[src/tsr_pkg.sv]
// Package for the triangle span rasterizer: field widths and shared types.
// No dependencies; the channels, the rasterizer, the divider and the testbench import it.
package tsr_pkg;

   localparam int WORD_W  = 32;  // fixed point fields
   localparam int COORD_W = 16;  // integer row and x fields
   localparam int COLOR_W = 8;
   localparam int ROWS_W  = 7;   // holds the hard row limit of 64
   localparam int ROW_CAP = 64;

   // Handshake between the sequencer and the divider
   typedef struct packed {
      logic busy;
      logic done;
   } div_status_type;

endpackage

[src/tsr_channels.sv]
// Channel interfaces of the span rasterizer: triangle input and span output.
// Depends on tsr_pkg for the field widths.
interface tsr_req_if
   import tsr_pkg::*;
();
   logic                      valid;
   logic                      ready;
   logic signed [WORD_W-1:0]  tip_x;
   logic signed [WORD_W-1:0]  tip_y;
   logic signed [WORD_W-1:0]  tip_depth;
   logic signed [WORD_W-1:0]  end_row;
   logic signed [WORD_W-1:0]  left_x_slope;
   logic signed [WORD_W-1:0]  right_x_slope;
   logic signed [WORD_W-1:0]  left_z_slope;
   logic signed [WORD_W-1:0]  right_z_slope;
   logic [COLOR_W-1:0]        paint_color;
   logic                      upward;

   modport source (output valid, tip_x, tip_y, tip_depth, end_row, left_x_slope,
                   right_x_slope, left_z_slope, right_z_slope, paint_color, upward,
                   input ready);
   modport sink (input valid, tip_x, tip_y, tip_depth, end_row, left_x_slope,
                 right_x_slope, left_z_slope, right_z_slope, paint_color, upward,
                 output ready);
endinterface

interface tsr_rsp_if
   import tsr_pkg::*;
();
   logic                      valid;
   logic                      ready;
   logic signed [COORD_W-1:0] row;
   logic signed [COORD_W-1:0] x_first;
   logic signed [COORD_W-1:0] x_final;
   logic signed [WORD_W-1:0]  depth_start;
   logic signed [WORD_W-1:0]  depth_step;
   logic [COLOR_W-1:0]        span_color;
   logic                      last;
   logic                      truncated;

   modport source (output valid, row, x_first, x_final, depth_start, depth_step,
                   span_color, last, truncated, input ready);
   modport sink (input valid, row, x_first, x_final, depth_start, depth_step,
                 span_color, last, truncated, output ready);
endinterface

[src/triangle_span_rasterizer.sv]
// Triangle span rasterizer: one flat-based triangle half in, one span per row out.
// Depends on tsr_pkg, tsr_channels (tsr_req_if, tsr_rsp_if) and tsr_div.
//
// A triangle is taken when req_bus.ready is high, only while no triangle is being
// walked. After the transfer, S_ROUND rounds the tip and end rows and S_COUNT sizes
// the walk. Each row then runs one bit-serial division for the depth step over a
// dividend of WORD_W + 1 + FRAC_BITS bits: S_DIV_START starts it, S_DIV_WAIT waits
// for the divider's done flag and S_EMIT hands off the span. A span waits in the
// output register while the next row divides; a row whose division ends while the
// previous span still waits holds until that span is taken.
// At most MAX_ROWS spans are sent; when rows were dropped every span carries
// truncated. A walk with no rows sends nothing.
module triangle_span_rasterizer
   import tsr_pkg::*;
#(
   parameter int MAX_ROWS  = 64,
   parameter int FRAC_BITS = 16
) (
   input  logic        clock,
   input  logic        reset,
   tsr_req_if.sink     req_bus,
   tsr_rsp_if.source   rsp_bus
);
   localparam int ACC_W = WORD_W + 2;   // room for rounding and row arithmetic

   typedef enum logic [2:0] {
      S_IDLE, S_ROUND, S_COUNT, S_DIV_START, S_DIV_WAIT, S_EMIT
   } state_type;

   function automatic logic signed [ACC_W-1:0] round_fix(input logic signed [WORD_W-1:0] v);
      logic [ACC_W-1:0] mag;
      logic [ACC_W-1:0] r;
      mag = v[WORD_W-1] ? -ACC_W'(v) : ACC_W'(v);
      r   = (mag + (ACC_W'(1) << (FRAC_BITS - 1))) >> FRAC_BITS;
      return v[WORD_W-1] ? -r : r;
   endfunction

   function automatic logic signed [COORD_W-1:0] sat16(input logic signed [ACC_W-1:0] v);
      if (v > ACC_W'(signed'(32767)))
         return COORD_W'(32767);
      else if (v < -ACC_W'(signed'(32768)))
         return {1'b1, {(COORD_W-1){1'b0}}};
      else
         return v[COORD_W-1:0];
   endfunction

   function automatic logic signed [WORD_W-1:0] sat_step(input logic signed [WORD_W-1:0] a,
                                                          input logic signed [WORD_W-1:0] b,
                                                          input logic sub);
      logic signed [WORD_W:0] s;
      s = sub ? ({a[WORD_W-1], a} - {b[WORD_W-1], b}) : ({a[WORD_W-1], a} + {b[WORD_W-1], b});
      if (s[WORD_W] != s[WORD_W-1])
         return s[WORD_W] ? {1'b1, {(WORD_W-1){1'b0}}} : {1'b0, {(WORD_W-1){1'b1}}};
      else
         return s[WORD_W-1:0];
   endfunction

   state_type                  state_ff, state_in;
   // triangle parameters
   logic signed [WORD_W-1:0]   tip_x_ff, tip_y_ff, tip_z_ff, end_ff;
   logic signed [WORD_W-1:0]   lxs_ff, rxs_ff, lzs_ff, rzs_ff;
   logic [COLOR_W-1:0]         color_ff;
   logic                       up_ff;
   // walk state
   logic signed [ACC_W-1:0]    r0_ff, r0_in, r1_ff, r1_in;
   logic signed [ACC_W-1:0]    row_ff, row_in;
   logic signed [WORD_W-1:0]   lx_ff, lx_in, rx_ff, rx_in, lz_ff, lz_in, rz_ff, rz_in;
   logic [ROWS_W-1:0]          left_ff, left_in;
   logic                       trunc_ff, trunc_in;
   logic                       zero_w_ff, zero_w_in;
   // output register
   logic                       ov_ff, ov_in;
   logic signed [COORD_W-1:0]  o_row_ff, o_row_in, o_xf_ff, o_xf_in, o_xl_ff, o_xl_in;
   logic signed [WORD_W-1:0]   o_dz_ff, o_dz_in, o_step_ff, o_step_in;
   logic                       o_last_ff, o_last_in;

   logic                       accept;
   logic signed [ACC_W:0]      count;
   logic                       div_start;
   logic signed [WORD_W:0]     div_num;
   logic signed [WORD_W:0]     div_den;
   logic signed [WORD_W-1:0]   div_q;
   div_status_type             div_st;

   assign accept = req_bus.valid && req_bus.ready;

   assign count = up_ff ? ({r0_ff[ACC_W-1], r0_ff} - {r1_ff[ACC_W-1], r1_ff} + 1'b1)
                        : ({r1_ff[ACC_W-1], r1_ff} - {r0_ff[ACC_W-1], r0_ff} + 1'b1);

   assign div_num = {rz_ff[WORD_W-1], rz_ff} - {lz_ff[WORD_W-1], lz_ff};
   assign div_den = {rx_ff[WORD_W-1], rx_ff} - {lx_ff[WORD_W-1], lx_ff};

   tsr_div #(.FRAC_BITS(FRAC_BITS)) u_div (
      .clock  (clock),
      .reset  (reset),
      .start  (div_start),
      .num    (div_num),
      .den    (div_den),
      .quot   (div_q),
      .status (div_st)
   );

   // Sequencer
   always_comb begin
      state_in  = state_ff;
      r0_in     = r0_ff;
      r1_in     = r1_ff;
      row_in    = row_ff;
      lx_in     = lx_ff;
      rx_in     = rx_ff;
      lz_in     = lz_ff;
      rz_in     = rz_ff;
      left_in   = left_ff;
      trunc_in  = trunc_ff;
      zero_w_in = zero_w_ff;
      ov_in     = ov_ff && !rsp_bus.ready;
      o_row_in  = o_row_ff;
      o_xf_in   = o_xf_ff;
      o_xl_in   = o_xl_ff;
      o_dz_in   = o_dz_ff;
      o_step_in = o_step_ff;
      o_last_in = o_last_ff;
      div_start = 1'b0;
      case (state_ff)
         S_IDLE: begin
            if (accept)
               state_in = S_ROUND;
         end
         S_ROUND: begin
            r0_in    = round_fix(tip_y_ff);
            r1_in    = round_fix(end_ff);
            state_in = S_COUNT;
         end
         S_COUNT: begin
            if (count <= 0) begin
               state_in = S_IDLE;
            end else begin
               trunc_in = count > (ACC_W+1)'(MAX_ROWS);
               left_in  = trunc_in ? ROWS_W'(MAX_ROWS) : count[ROWS_W-1:0];
               lx_in    = tip_x_ff;
               rx_in    = tip_x_ff;
               lz_in    = tip_z_ff;
               rz_in    = tip_z_ff;
               row_in   = r0_ff;
               state_in = S_DIV_START;
            end
         end
         S_DIV_START: begin
            div_start = 1'b1;
            zero_w_in = div_den == '0;
            state_in  = S_DIV_WAIT;
         end
         S_DIV_WAIT: begin
            if (div_st.done)
               state_in = S_EMIT;
         end
         S_EMIT: begin
            if (!ov_ff || rsp_bus.ready) begin
               ov_in     = 1'b1;
               o_row_in  = sat16(row_ff);
               o_xf_in   = sat16(round_fix(lx_ff));
               o_xl_in   = sat16(round_fix(rx_ff));
               o_dz_in   = lz_ff;
               o_step_in = zero_w_ff ? '0 : div_q;
               o_last_in = left_ff == ROWS_W'(1);
               lx_in     = sat_step(lx_ff, lxs_ff, up_ff);
               rx_in     = sat_step(rx_ff, rxs_ff, up_ff);
               lz_in     = sat_step(lz_ff, lzs_ff, up_ff);
               rz_in     = sat_step(rz_ff, rzs_ff, up_ff);
               row_in    = up_ff ? row_ff - 1'b1 : row_ff + 1'b1;
               left_in   = left_ff - 1'b1;
               state_in  = (left_ff == ROWS_W'(1)) ? S_IDLE : S_DIV_START;
            end
         end
         default: state_in = S_IDLE;
      endcase
   end

   always_ff @(posedge clock) begin
      if (reset) begin
         state_ff <= S_IDLE;
         ov_ff    <= 1'b0;
      end else begin
         state_ff <= state_in;
         ov_ff    <= ov_in;
      end
      if (accept) begin
         tip_x_ff <= req_bus.tip_x;
         tip_y_ff <= req_bus.tip_y;
         tip_z_ff <= req_bus.tip_depth;
         end_ff   <= req_bus.end_row;
         lxs_ff   <= req_bus.left_x_slope;
         rxs_ff   <= req_bus.right_x_slope;
         lzs_ff   <= req_bus.left_z_slope;
         rzs_ff   <= req_bus.right_z_slope;
         color_ff <= req_bus.paint_color;
         up_ff    <= req_bus.upward;
      end
      r0_ff     <= r0_in;
      r1_ff     <= r1_in;
      row_ff    <= row_in;
      lx_ff     <= lx_in;
      rx_ff     <= rx_in;
      lz_ff     <= lz_in;
      rz_ff     <= rz_in;
      left_ff   <= left_in;
      trunc_ff  <= trunc_in;
      zero_w_ff <= zero_w_in;
      o_row_ff  <= o_row_in;
      o_xf_ff   <= o_xf_in;
      o_xl_ff   <= o_xl_in;
      o_dz_ff   <= o_dz_in;
      o_step_ff <= o_step_in;
      o_last_ff <= o_last_in;
   end

   // Color and truncation are loaded with each span into the output register
   logic [COLOR_W-1:0] o_color_ff;
   logic               o_trunc_ff;
   always_ff @(posedge clock) begin
      if (state_ff == S_EMIT && (!ov_ff || rsp_bus.ready)) begin
         o_color_ff <= color_ff;
         o_trunc_ff <= trunc_ff;
      end
   end

   assign req_bus.ready       = state_ff == S_IDLE;
   assign rsp_bus.valid       = ov_ff;
   assign rsp_bus.row         = o_row_ff;
   assign rsp_bus.x_first     = o_xf_ff;
   assign rsp_bus.x_final     = o_xl_ff;
   assign rsp_bus.depth_start = o_dz_ff;
   assign rsp_bus.depth_step  = o_step_ff;
   assign rsp_bus.span_color  = o_color_ff;
   assign rsp_bus.last        = o_last_ff;
   assign rsp_bus.truncated   = o_trunc_ff;

endmodule

[src/tsr_div.sv]
// Bit-serial restoring divider for the per-pixel depth step.
// Computes sat32((num << FRAC_BITS) / den), truncating toward zero. Uses tsr_pkg.
module tsr_div
   import tsr_pkg::*;
#(
   parameter int FRAC_BITS = 16
) (
   input  logic                     clock,
   input  logic                     reset,
   input  logic                     start,
   input  logic signed [WORD_W:0]   num,
   input  logic signed [WORD_W:0]   den,
   output logic signed [WORD_W-1:0] quot,
   output div_status_type           status
);
   localparam int NUM_W = WORD_W + 1 + FRAC_BITS;   // shifted dividend
   localparam int CNT_W = $clog2(NUM_W + 1);

   logic [NUM_W-1:0]   dvd_ff,  dvd_in;
   logic [WORD_W:0]    rem_ff,  rem_in;
   logic [WORD_W:0]    dsr_ff,  dsr_in;
   logic [WORD_W-1:0]  q_ff,    q_in;
   logic               ovf_ff,  ovf_in;
   logic               neg_ff,  neg_in;
   logic [CNT_W-1:0]   cnt_ff,  cnt_in;
   logic               busy_ff, busy_in;
   logic               done_ff, done_in;

   logic [WORD_W:0]    num_mag;
   logic [WORD_W:0]    den_mag;
   logic [WORD_W+1:0]  rem_sh;
   logic [WORD_W+1:0]  rem_sub;
   logic               q_bit;
   logic               sat;

   assign num_mag = num[WORD_W] ? (WORD_W+1)'(-num) : num;
   assign den_mag = den[WORD_W] ? (WORD_W+1)'(-den) : den;

   // One quotient bit per cycle
   assign rem_sh  = {rem_ff, dvd_ff[NUM_W-1]};
   assign rem_sub = rem_sh - {1'b0, dsr_ff};
   assign q_bit   = !rem_sub[WORD_W+1];

   always_comb begin
      dvd_in  = dvd_ff;
      rem_in  = rem_ff;
      dsr_in  = dsr_ff;
      q_in    = q_ff;
      ovf_in  = ovf_ff;
      neg_in  = neg_ff;
      cnt_in  = cnt_ff;
      busy_in = busy_ff;
      done_in = 1'b0;
      if (start) begin
         dvd_in  = {num_mag, {FRAC_BITS{1'b0}}};
         rem_in  = '0;
         dsr_in  = den_mag;
         q_in    = '0;
         ovf_in  = 1'b0;
         neg_in  = num[WORD_W] ^ den[WORD_W];
         cnt_in  = CNT_W'(NUM_W);
         busy_in = 1'b1;
      end else if (busy_ff) begin
         dvd_in = {dvd_ff[NUM_W-2:0], 1'b0};
         rem_in = q_bit ? rem_sub[WORD_W:0] : rem_sh[WORD_W:0];
         q_in   = {q_ff[WORD_W-2:0], q_bit};
         ovf_in = ovf_ff | q_ff[WORD_W-1];   // a bit leaving the window
         cnt_in = cnt_ff - 1'b1;
         if (cnt_ff == CNT_W'(1)) begin
            busy_in = 1'b0;
            done_in = 1'b1;
         end
      end
   end

   always_ff @(posedge clock) begin
      if (reset) begin
         busy_ff <= 1'b0;
         done_ff <= 1'b0;
      end else begin
         busy_ff <= busy_in;
         done_ff <= done_in;
      end
      dvd_ff <= dvd_in;
      rem_ff <= rem_in;
      dsr_ff <= dsr_in;
      q_ff   <= q_in;
      ovf_ff <= ovf_in;
      neg_ff <= neg_in;
      cnt_ff <= cnt_in;
   end

   // Quotient of 2^31 or more saturates either way
   assign sat = ovf_ff | q_ff[WORD_W-1];
   always_comb begin
      if (sat)
         quot = neg_ff ? {1'b1, {(WORD_W-1){1'b0}}} : {1'b0, {(WORD_W-1){1'b1}}};
      else
         quot = neg_ff ? -q_ff : q_ff;
   end

   assign status.busy = busy_ff;
   assign status.done = done_ff;

endmodule

[src/flat_wrapper.sv]
// flat-port wrapper written by rule: the top's interface ports become plain ports
module triangle_span_rasterizer_flat import tsr_pkg::*;
#(
   parameter int MAX_ROWS  = 64,
   parameter int FRAC_BITS = 16
)
  (clock, reset, req_bus_valid, req_bus_tip_x, req_bus_tip_y, req_bus_tip_depth, req_bus_end_row, req_bus_left_x_slope, req_bus_right_x_slope, req_bus_left_z_slope, req_bus_right_z_slope, req_bus_paint_color, req_bus_upward, req_bus_ready, rsp_bus_valid, rsp_bus_row, rsp_bus_x_first, rsp_bus_x_final, rsp_bus_depth_start, rsp_bus_depth_step, rsp_bus_span_color, rsp_bus_last, rsp_bus_truncated, rsp_bus_ready);
  tsr_req_if req_bus_i ();
  tsr_rsp_if rsp_bus_i ();
  input  logic clock;
  input  logic reset;
  input wire logic [$bits(req_bus_i.valid)-1:0] req_bus_valid;
  input wire logic [$bits(req_bus_i.tip_x)-1:0] req_bus_tip_x;
  input wire logic [$bits(req_bus_i.tip_y)-1:0] req_bus_tip_y;
  input wire logic [$bits(req_bus_i.tip_depth)-1:0] req_bus_tip_depth;
  input wire logic [$bits(req_bus_i.end_row)-1:0] req_bus_end_row;
  input wire logic [$bits(req_bus_i.left_x_slope)-1:0] req_bus_left_x_slope;
  input wire logic [$bits(req_bus_i.right_x_slope)-1:0] req_bus_right_x_slope;
  input wire logic [$bits(req_bus_i.left_z_slope)-1:0] req_bus_left_z_slope;
  input wire logic [$bits(req_bus_i.right_z_slope)-1:0] req_bus_right_z_slope;
  input wire logic [$bits(req_bus_i.paint_color)-1:0] req_bus_paint_color;
  input wire logic [$bits(req_bus_i.upward)-1:0] req_bus_upward;
  output wire logic [$bits(req_bus_i.ready)-1:0] req_bus_ready;
  output wire logic [$bits(rsp_bus_i.valid)-1:0] rsp_bus_valid;
  output wire logic [$bits(rsp_bus_i.row)-1:0] rsp_bus_row;
  output wire logic [$bits(rsp_bus_i.x_first)-1:0] rsp_bus_x_first;
  output wire logic [$bits(rsp_bus_i.x_final)-1:0] rsp_bus_x_final;
  output wire logic [$bits(rsp_bus_i.depth_start)-1:0] rsp_bus_depth_start;
  output wire logic [$bits(rsp_bus_i.depth_step)-1:0] rsp_bus_depth_step;
  output wire logic [$bits(rsp_bus_i.span_color)-1:0] rsp_bus_span_color;
  output wire logic [$bits(rsp_bus_i.last)-1:0] rsp_bus_last;
  output wire logic [$bits(rsp_bus_i.truncated)-1:0] rsp_bus_truncated;
  input wire logic [$bits(rsp_bus_i.ready)-1:0] rsp_bus_ready;
  assign req_bus_i.valid = req_bus_valid;
  assign req_bus_i.tip_x = req_bus_tip_x;
  assign req_bus_i.tip_y = req_bus_tip_y;
  assign req_bus_i.tip_depth = req_bus_tip_depth;
  assign req_bus_i.end_row = req_bus_end_row;
  assign req_bus_i.left_x_slope = req_bus_left_x_slope;
  assign req_bus_i.right_x_slope = req_bus_right_x_slope;
  assign req_bus_i.left_z_slope = req_bus_left_z_slope;
  assign req_bus_i.right_z_slope = req_bus_right_z_slope;
  assign req_bus_i.paint_color = req_bus_paint_color;
  assign req_bus_i.upward = req_bus_upward;
  assign req_bus_ready = req_bus_i.ready;
  assign rsp_bus_valid = rsp_bus_i.valid;
  assign rsp_bus_row = rsp_bus_i.row;
  assign rsp_bus_x_first = rsp_bus_i.x_first;
  assign rsp_bus_x_final = rsp_bus_i.x_final;
  assign rsp_bus_depth_start = rsp_bus_i.depth_start;
  assign rsp_bus_depth_step = rsp_bus_i.depth_step;
  assign rsp_bus_span_color = rsp_bus_i.span_color;
  assign rsp_bus_last = rsp_bus_i.last;
  assign rsp_bus_truncated = rsp_bus_i.truncated;
  assign rsp_bus_i.ready = rsp_bus_ready;
  triangle_span_rasterizer #(.MAX_ROWS(MAX_ROWS), .FRAC_BITS(FRAC_BITS)) u_core (.clock(clock), .reset(reset), .req_bus(req_bus_i), .rsp_bus(rsp_bus_i));
endmodule
[config.mk]
export PLATFORM = sky130hd
export DESIGN_NAME = triangle_span_rasterizer_flat
export DESIGN_NICKNAME = d
export VERILOG_FILES = /design/src/tsr_pkg.sv /design/src/tsr_channels.sv /design/src/triangle_span_rasterizer.sv /design/src/tsr_div.sv /design/src/flat_wrapper.sv
export SDC_FILE = /design/constraint.sdc
export NUM_CORES = 2
export LEC_CHECK = 0
export BUFFER_PORTS_ARGS = -buffer_cell sky130_fd_sc_hd__buf_2
export CORE_MARGIN = 8
export CORE_UTILIZATION = 42
export CTS_BUF_LIST = sky130_fd_sc_hd__clkbuf_8
export DETAILED_ROUTE_END_ITERATION = 10
export PLACE_DENSITY = 0.63
export SLEW_MARGIN = 20
export SYNTH_ARGS = -nofsm -noshare
export SYNTH_HDL_FRONTEND = slang
export SYNTH_SLANG_ARGS = --single-unit
[constraint.sdc]
create_clock -name clock -period 16.24 [get_ports clock]
set_input_delay 1.624 -clock clock [delete_from_list [all_inputs] [get_ports clock]]
set_output_delay 1.624 -clock clock [all_outputs]
set_load 0.02 [all_outputs]
Word-level counts from Yosys, hierarchy flattened --
Cells that the tools add are included.
Word-level totals: flip-flop bits (word level) 771, input bits 269, output and inout port bits 124, logic and storage cells 182
Operators by class: add/sub/neg operators 34, order comparisons 8, eq/ne operators 15, muxes and demuxes 63, bitwise operators 4, reductions and logical operators 16
Operators by type and width (number):
- 32-bit 2-to-1 mux | 18
- 34-bit 2-to-1 mux | 9
- 32-bit one-hot mux with 2 select lines | 4
- 33-bit 2-to-1 mux | 6
- 32-bit by 32-bit subtractor with 33-bit output | 6
- 34-bit by 16-bit adder with 34-bit output (second input constant) | 4
- 18-bit negator with 34-bit output | 4
- 32-bit negator with 34-bit output | 4
- 32-bit by 32-bit adder with 33-bit output | 4
- 34-bit by 16-bit > comparator with 1-bit output (second input constant) | 3
- 34-bit by 16-bit less-than comparator with 1-bit output (second input constant) | 3
- 49-bit 2-to-1 mux | 2
- 35-bit by 1-bit adder with 35-bit output (second input constant) | 2
- 34-bit by 34-bit subtractor with 35-bit output | 2
- 34-bit one-hot mux with 2 select lines | 1
- 33-bit negator | 2
- 16-bit 2-to-1 mux | 3
- 18-bit 2-to-1 mux | 2
- 35-bit by 8-bit > comparator with 1-bit output (second input constant) | 1
- 35-bit by 1-bit less-or-equal comparator with 1-bit output (second input constant) | 1
- 35-bit 2-to-1 mux | 1
- 34-bit by 1-bit adder with 34-bit output (second input constant) | 1
- 34-bit by 1-bit subtractor with 34-bit output (second input constant) | 1
- 34-bit by 33-bit subtractor with 34-bit output | 1
- 28 further kinds | 55

Logic depth before layout (Yosys ltp) --
depth in word-level cells 7, depth in mapped cells 23, gate-level depth less buffers 20

Cells and area by module --
A second synthesis with hierarchy kept.
Second synthesis, totals: cell total of the unflattened synthesis 6007, area, all modules 55624.6 µm²
By module, submodules not included:
- triangle_span_rasterizer | times used 1, cells an instance 4885, area each 46270.6 µm², sequential area each 18878.1 µm²
- tsr_div | times used 1, cells an instance 1122, area each 9354.0 µm², sequential area each 3493.4 µm²

Worst setup path before layout --
OpenSTA, ideal clock, no wires.
kind input -> register, from input port rsp_bus_ready, to register u_core.left_ff[0] (enable), setup time 541 ps, data arrival time 10645 ps, path slack 5054 ps, stages on the path 3, cells stage by stage nor2b_1 > nor2_1 > or2_1
Between the ends: word-level cells in the longest chain between the ends 3
Ends and longest elaborated chain:
- start, declared | RTL line flat_wrapper.sv:33 | input wire logic [$bits(rsp_bus_i.ready)-1:0] rsp_bus_ready;
- 1-bit logical OR | RTL line triangle_span_rasterizer.sv:158 | if (!ov_ff || rsp_bus.ready) begin
- 2-bit != test (no source line)
- 3-bit AND reduction (no source line)
- end signal, assigned | RTL line triangle_span_rasterizer.sv:206 | left_ff <= left_in;
- end, declared | RTL line triangle_span_rasterizer.sv:68 | logic [ROWS_W-1:0] left_ff, left_in;
No other way between the ends. A chain may end at the register's enable or synchronous reset.

Worst setup path after layout --
from register u_core.r0_ff[1], to register u_core.rz_ff[14] (enable)
Between the ends: word-level cells in the longest chain between the ends 6
Ends and longest elaborated chain:
- start, declared | RTL line triangle_span_rasterizer.sv:65 | logic signed [ACC_W-1:0] r0_ff, r0_in, r1_ff, r1_in;
- start signal, assigned | RTL line triangle_span_rasterizer.sv:199 | r0_ff <= r0_in;
- 34-bit by 34-bit subtractor with 35-bit output (on tied branches) | RTL line triangle_span_rasterizer.sv:88, triangle_span_rasterizer.sv:87
- 35-bit by 1-bit adder with 35-bit output (on tied branches) | RTL line triangle_span_rasterizer.sv:88, triangle_span_rasterizer.sv:87
- 35-bit 2-to-1 mux (*) | RTL line triangle_span_rasterizer.sv:87 | assign count = up_ff ? ({r0_ff[ACC_W-1], r0_ff} - {r1_ff[ACC_W-1], r1_ff} + 1'b1)
- 35-bit by 1-bit less-or-equal comparator with 1-bit output (*) | RTL line triangle_span_rasterizer.sv:135 | if (count <= 0) begin
- 2-bit != test (no source line) (*)
- 3-bit AND reduction (no source line) (*)
- end signal, assigned | RTL line triangle_span_rasterizer.sv:205 | rz_ff <= rz_in;
- end, declared | RTL line triangle_span_rasterizer.sv:67 | logic signed [WORD_W-1:0] lx_ff, lx_in, rx_ff, rx_in, lz_ff, lz_in, rz_ff, rz_in;
Mark *: on every way between the ends. The rest lies on a longest branch, timed or not.

==> results.sh <==
export IMPL_status="complete, no violations"
export IMPL_grt_use_total_pct=21.4
export IMPL_top_layer="met5"
export IMPL_drive_above_1_share_pct=11.4
export IMPL_drt_pass1_iterations=6
export IMPL_nets=7101
export IMPL_start_util_pct=42.3
export IMPL_drt_iter0_drc=4204
export IMPL_hold_buffers=0
export IMPL_ys_warn_count=0
export IMPL_ctsResizeCount=0
export IMPL_fmax_mhz=138
export IMPL_intPower_w=0.00449
export IMPL_antenna_found_initial=29
export IMPL_rsz0062_at_grt="no"
export IMPL_first_global_vias=44895
export IMPL_p_comb_share_pct=37.4
export IMPL_endpoint_kind="flop"
export IMPL_netlist_instances=6086
export IMPL_drc=0
export IMPL_clock_latency_ns=0.89
export IMPL_routed_wl_um=164000
export IMPL_maxSlewHeadroom_pct=26.8
export IMPL_tightestPinTransition_ns=1.10
export IMPL_peakVddDrop_mv=0.0939
export IMPL_via_per_inst=5.71
export IMPL_portBuffers=392
export IMPL_post_route_period_util_pct=44.7
export IMPL_wl_per_cell_um=19.8
export IMPL_grt_max_degree=149
export IMPL_synthDistinctLibCells=115
export IMPL_yosysSeqAreaShare_pct=39.7
export IMPL_clk_pin_slew_worst_paths_ns=0.06
export IMPL_fin_crit_ns=7.27
export IMPL_hpwl_um=124000
export IMPL_synth_top_flop_cell="edfxtp_1"
export IMPL_ys_seq_elements=771
export IMPL_netlist_area_sq_um=56400
export IMPL_cp_start_kind="flop"
export IMPL_finalSetupViolations=0
export IMPL_cts_buffer_depth=3
export IMPL_cts_tree="done"
export IMPL_synth_avg_cell_area_sq_um=9.26
export IMPL_overflow=0
export IMPL_p_sw_share_pct=36.7
export IMPL_design_area_sq_um=62900
export IMPL_layout_area_overhead_vs_synth_pct=11.5
export IMPL_cts_root_buf="clkbuf_8"
export IMPL_post_cts_buffers=0
export IMPL_timing_worst_setup_path_type="reg2reg"
export IMPL_h_tree_depth=4
export IMPL_grt_pass1_wl_um=253000
export IMPL_io_pins=393
export IMPL_p_seq_share_pct=35.8
export IMPL_total_power_w=0.00710
export IMPL_mostFrequentLayoutCell="edfxtp_1"
export IMPL_synth_fp_nets=6776
export IMPL_finalMaxSlewViolations=0
export IMPL_ant_nets=0
export IMPL_hold_viol_final=0
export IMPL_drt_met1_wl_um=75000
export IMPL_setup_slack_ns=8.97
export IMPL_core_sq_um=133000
export IMPL_critPathMaxFanout=71
export IMPL_cp_required_ns=16.71
export IMPL_die_y_um=382
export IMPL_die_area_sq_um=146000
export IMPL_vias=47517
export IMPL_max_cap_viol_count=0
export IMPL_finalSetupTns_ns=0
export IMPL_synth_edff_count=693
export IMPL_met2WireLength_um=71700
export IMPL_skew_ns=0.0485
export IMPL_die_w_um=382
export IMPL_placed_area_sq_um=59900
export IMPL_place_gp_congestion=0.913
export IMPL_hold_class="reg2reg"
export IMPL_async_flop_share_pct=0
export IMPL_rows=134
export IMPL_pwr_share_clk_pct=26.8
export IMPL_switchingPower_w=0.00261
export IMPL_dpl_worst_slack_ns=9.14
export IMPL_final_cell_mix="693 x edfxtp_1, 525 x a21oi_1, 516 x o21ai_0, 493 x nand2_1, 491 x nor2_1"
export IMPL_p_leak_nw=25.2
export IMPL_numClockSinks=771
export IMPL_cp_arrival_ns=7.74
export IMPL_powerDensity_nw_per_um2=113
export IMPL_wl_met3_um=13500
export IMPL_cts_made_buffers=141
synthesized netlist by cell type, types with 19 or more instances:
cell type	instances	area share [%]
nand4_1	66	0.73
o21ai_0	516	4.6
nor3_1	134	1.2
o211ai_1	49	0.65
o31ai_1	48	0.64
nor2_1	494	3.3
nor3b_1	22	0.29
and2_1	45	0.50
a21oi_1	525	4.7
edfxtp_1	693	37
a211oi_1	55	0.73
o21a_1	86	1.1
dfxtp_1	78	2.8
clkbuf_1	207	1.4
or2_2	28	0.31
a21boi_0	20	0.27
a211o_1	20	0.31
o41ai_1	19	0.30
inv_1	351	2.3
o21ai_1	22	0.20
mux2i_1	94	1.7
nand3_1	114	1.0
o21bai_1	40	0.53
and3_1	39	0.43
nand2_1	493	3.3
nor4_1	60	0.67
or3_1	61	0.68
a31oi_1	72	0.80
xnor2_1	432	6.7
a221oi_1	25	0.39
xor2_1	162	2.5
ha_1	411	9.1
nor2b_1	57	0.63
nand2b_1	60	0.67
a21o_1	138	1.8
final timing paths:
check                                                     to          startpoint  cells past startpoint  slack, ns
worst max-delay path                        u_core.rz_ff[14]     u_core.r0_ff[1]                     19       8.97
worst min register to register  u_core.rsp_bus.span_color[0]  u_core.color_ff[0]                      0       0.42
worst min-delay path            u_core.rsp_bus.span_color[0]  u_core.color_ff[0]                      0       0.42
worst max register to register              u_core.rz_ff[14]     u_core.r0_ff[1]                     19       8.97
power by group through the flow:
stage | registers, W | clock network [W] | logic, W
after CTS | 0.00254 | 0.00197 | 0.00262
after global placement | 0.00257 | 0 | 0.00256
after global routing | 0.00256 | 0.00205 | 0.00295
after detailed placement | 0.00258 | 0 | 0.00260
after floorplan | 0.00254 | 0 | 0.00204
final | 0.00254 | 0.00191 | 0.00265
metal layers:
metal / vias up / global-route usage [%]
li1: 23062 / -
met1: 22473 / 30.1
met2: 1719 / 33.4
met3: 255 / 4.52
met4: 8 / 5.64
met5: - / 0
kinds of logic after synthesis:
group	Yosys count	share of synthesized area (%)
AO/OA/AOI/OAI	1824	20.2
XOR/XNOR	594	9.23
adder cells (fa/ha/maj)	421	9.48
buffers and inverters	601	4.12
flip-flops	771	39.7
multiplexers	107	1.93
AND/OR/NAND/NOR	1768	15.4
metrics by stage:
step | std cells | utilization, % | hold slack, ns
6_report | 8316 | 47.2 | 0.416
5_1_grt | 8300 | 47.1 | 0.421
4_1_cts | 8290 | 47.1 | 0.414
3_5_place_dp | 8034 | 45.0 | 0.406
3_3_place_gp | 8034 | 45.0 | 0.401
2_1_floorplan | 6086 | - | 0.400
sequential cells by signal (all words and copies together) (netlist names), 33 cells and up:
| name | cells |
|---|---|
| u_core.r1_ff | 34 |
| u_core.r0_ff | 34 |
| u_core.u_div.dsr_ff | 33 |
| u_core.u_div.dvd_ff | 33 |
| u_core.row_ff | 34 |
| u_core.u_div.rem_ff | 33 |
worst max-delay path, stage by stage, from the launching register on:
cell	delay (ns)
edfxtp_1	0.42
ha_1	0.29
inv_1	0.08
ha_1	0.19
inv_1	0.07
fa_1	0.41
nand2b_1	0.19
a21oi_1	0.27
o21ai_0	0.20
o31ai_1	0.77
a21oi_1	0.22
nor3_1	0.21
o21ai_0	0.15
nor4b_1	0.18
a211oi_1	0.35
nor4_1	0.14
a21oi_1	0.43
or2_4	0.51
buf_4	0.82
buf_4	0.81
layout make-up:
| type | instances | area [sq um] |
|---|---|---|
| repair buffers | 428 | 2280 |
| well taps | 1768 | 2210 |
| multi-input cells | 4714 | 31800 |
| clock inverters | 107 | 777 |
| fillers | 12706 | 70400 |
| inverters | 355 | 1330 |
| flip-flops and latches | 771 | 22400 |
| diodes | 24 | 60.1 |
| clock buffers | 149 | 2050 |
(Power assumes the default switching activity.)
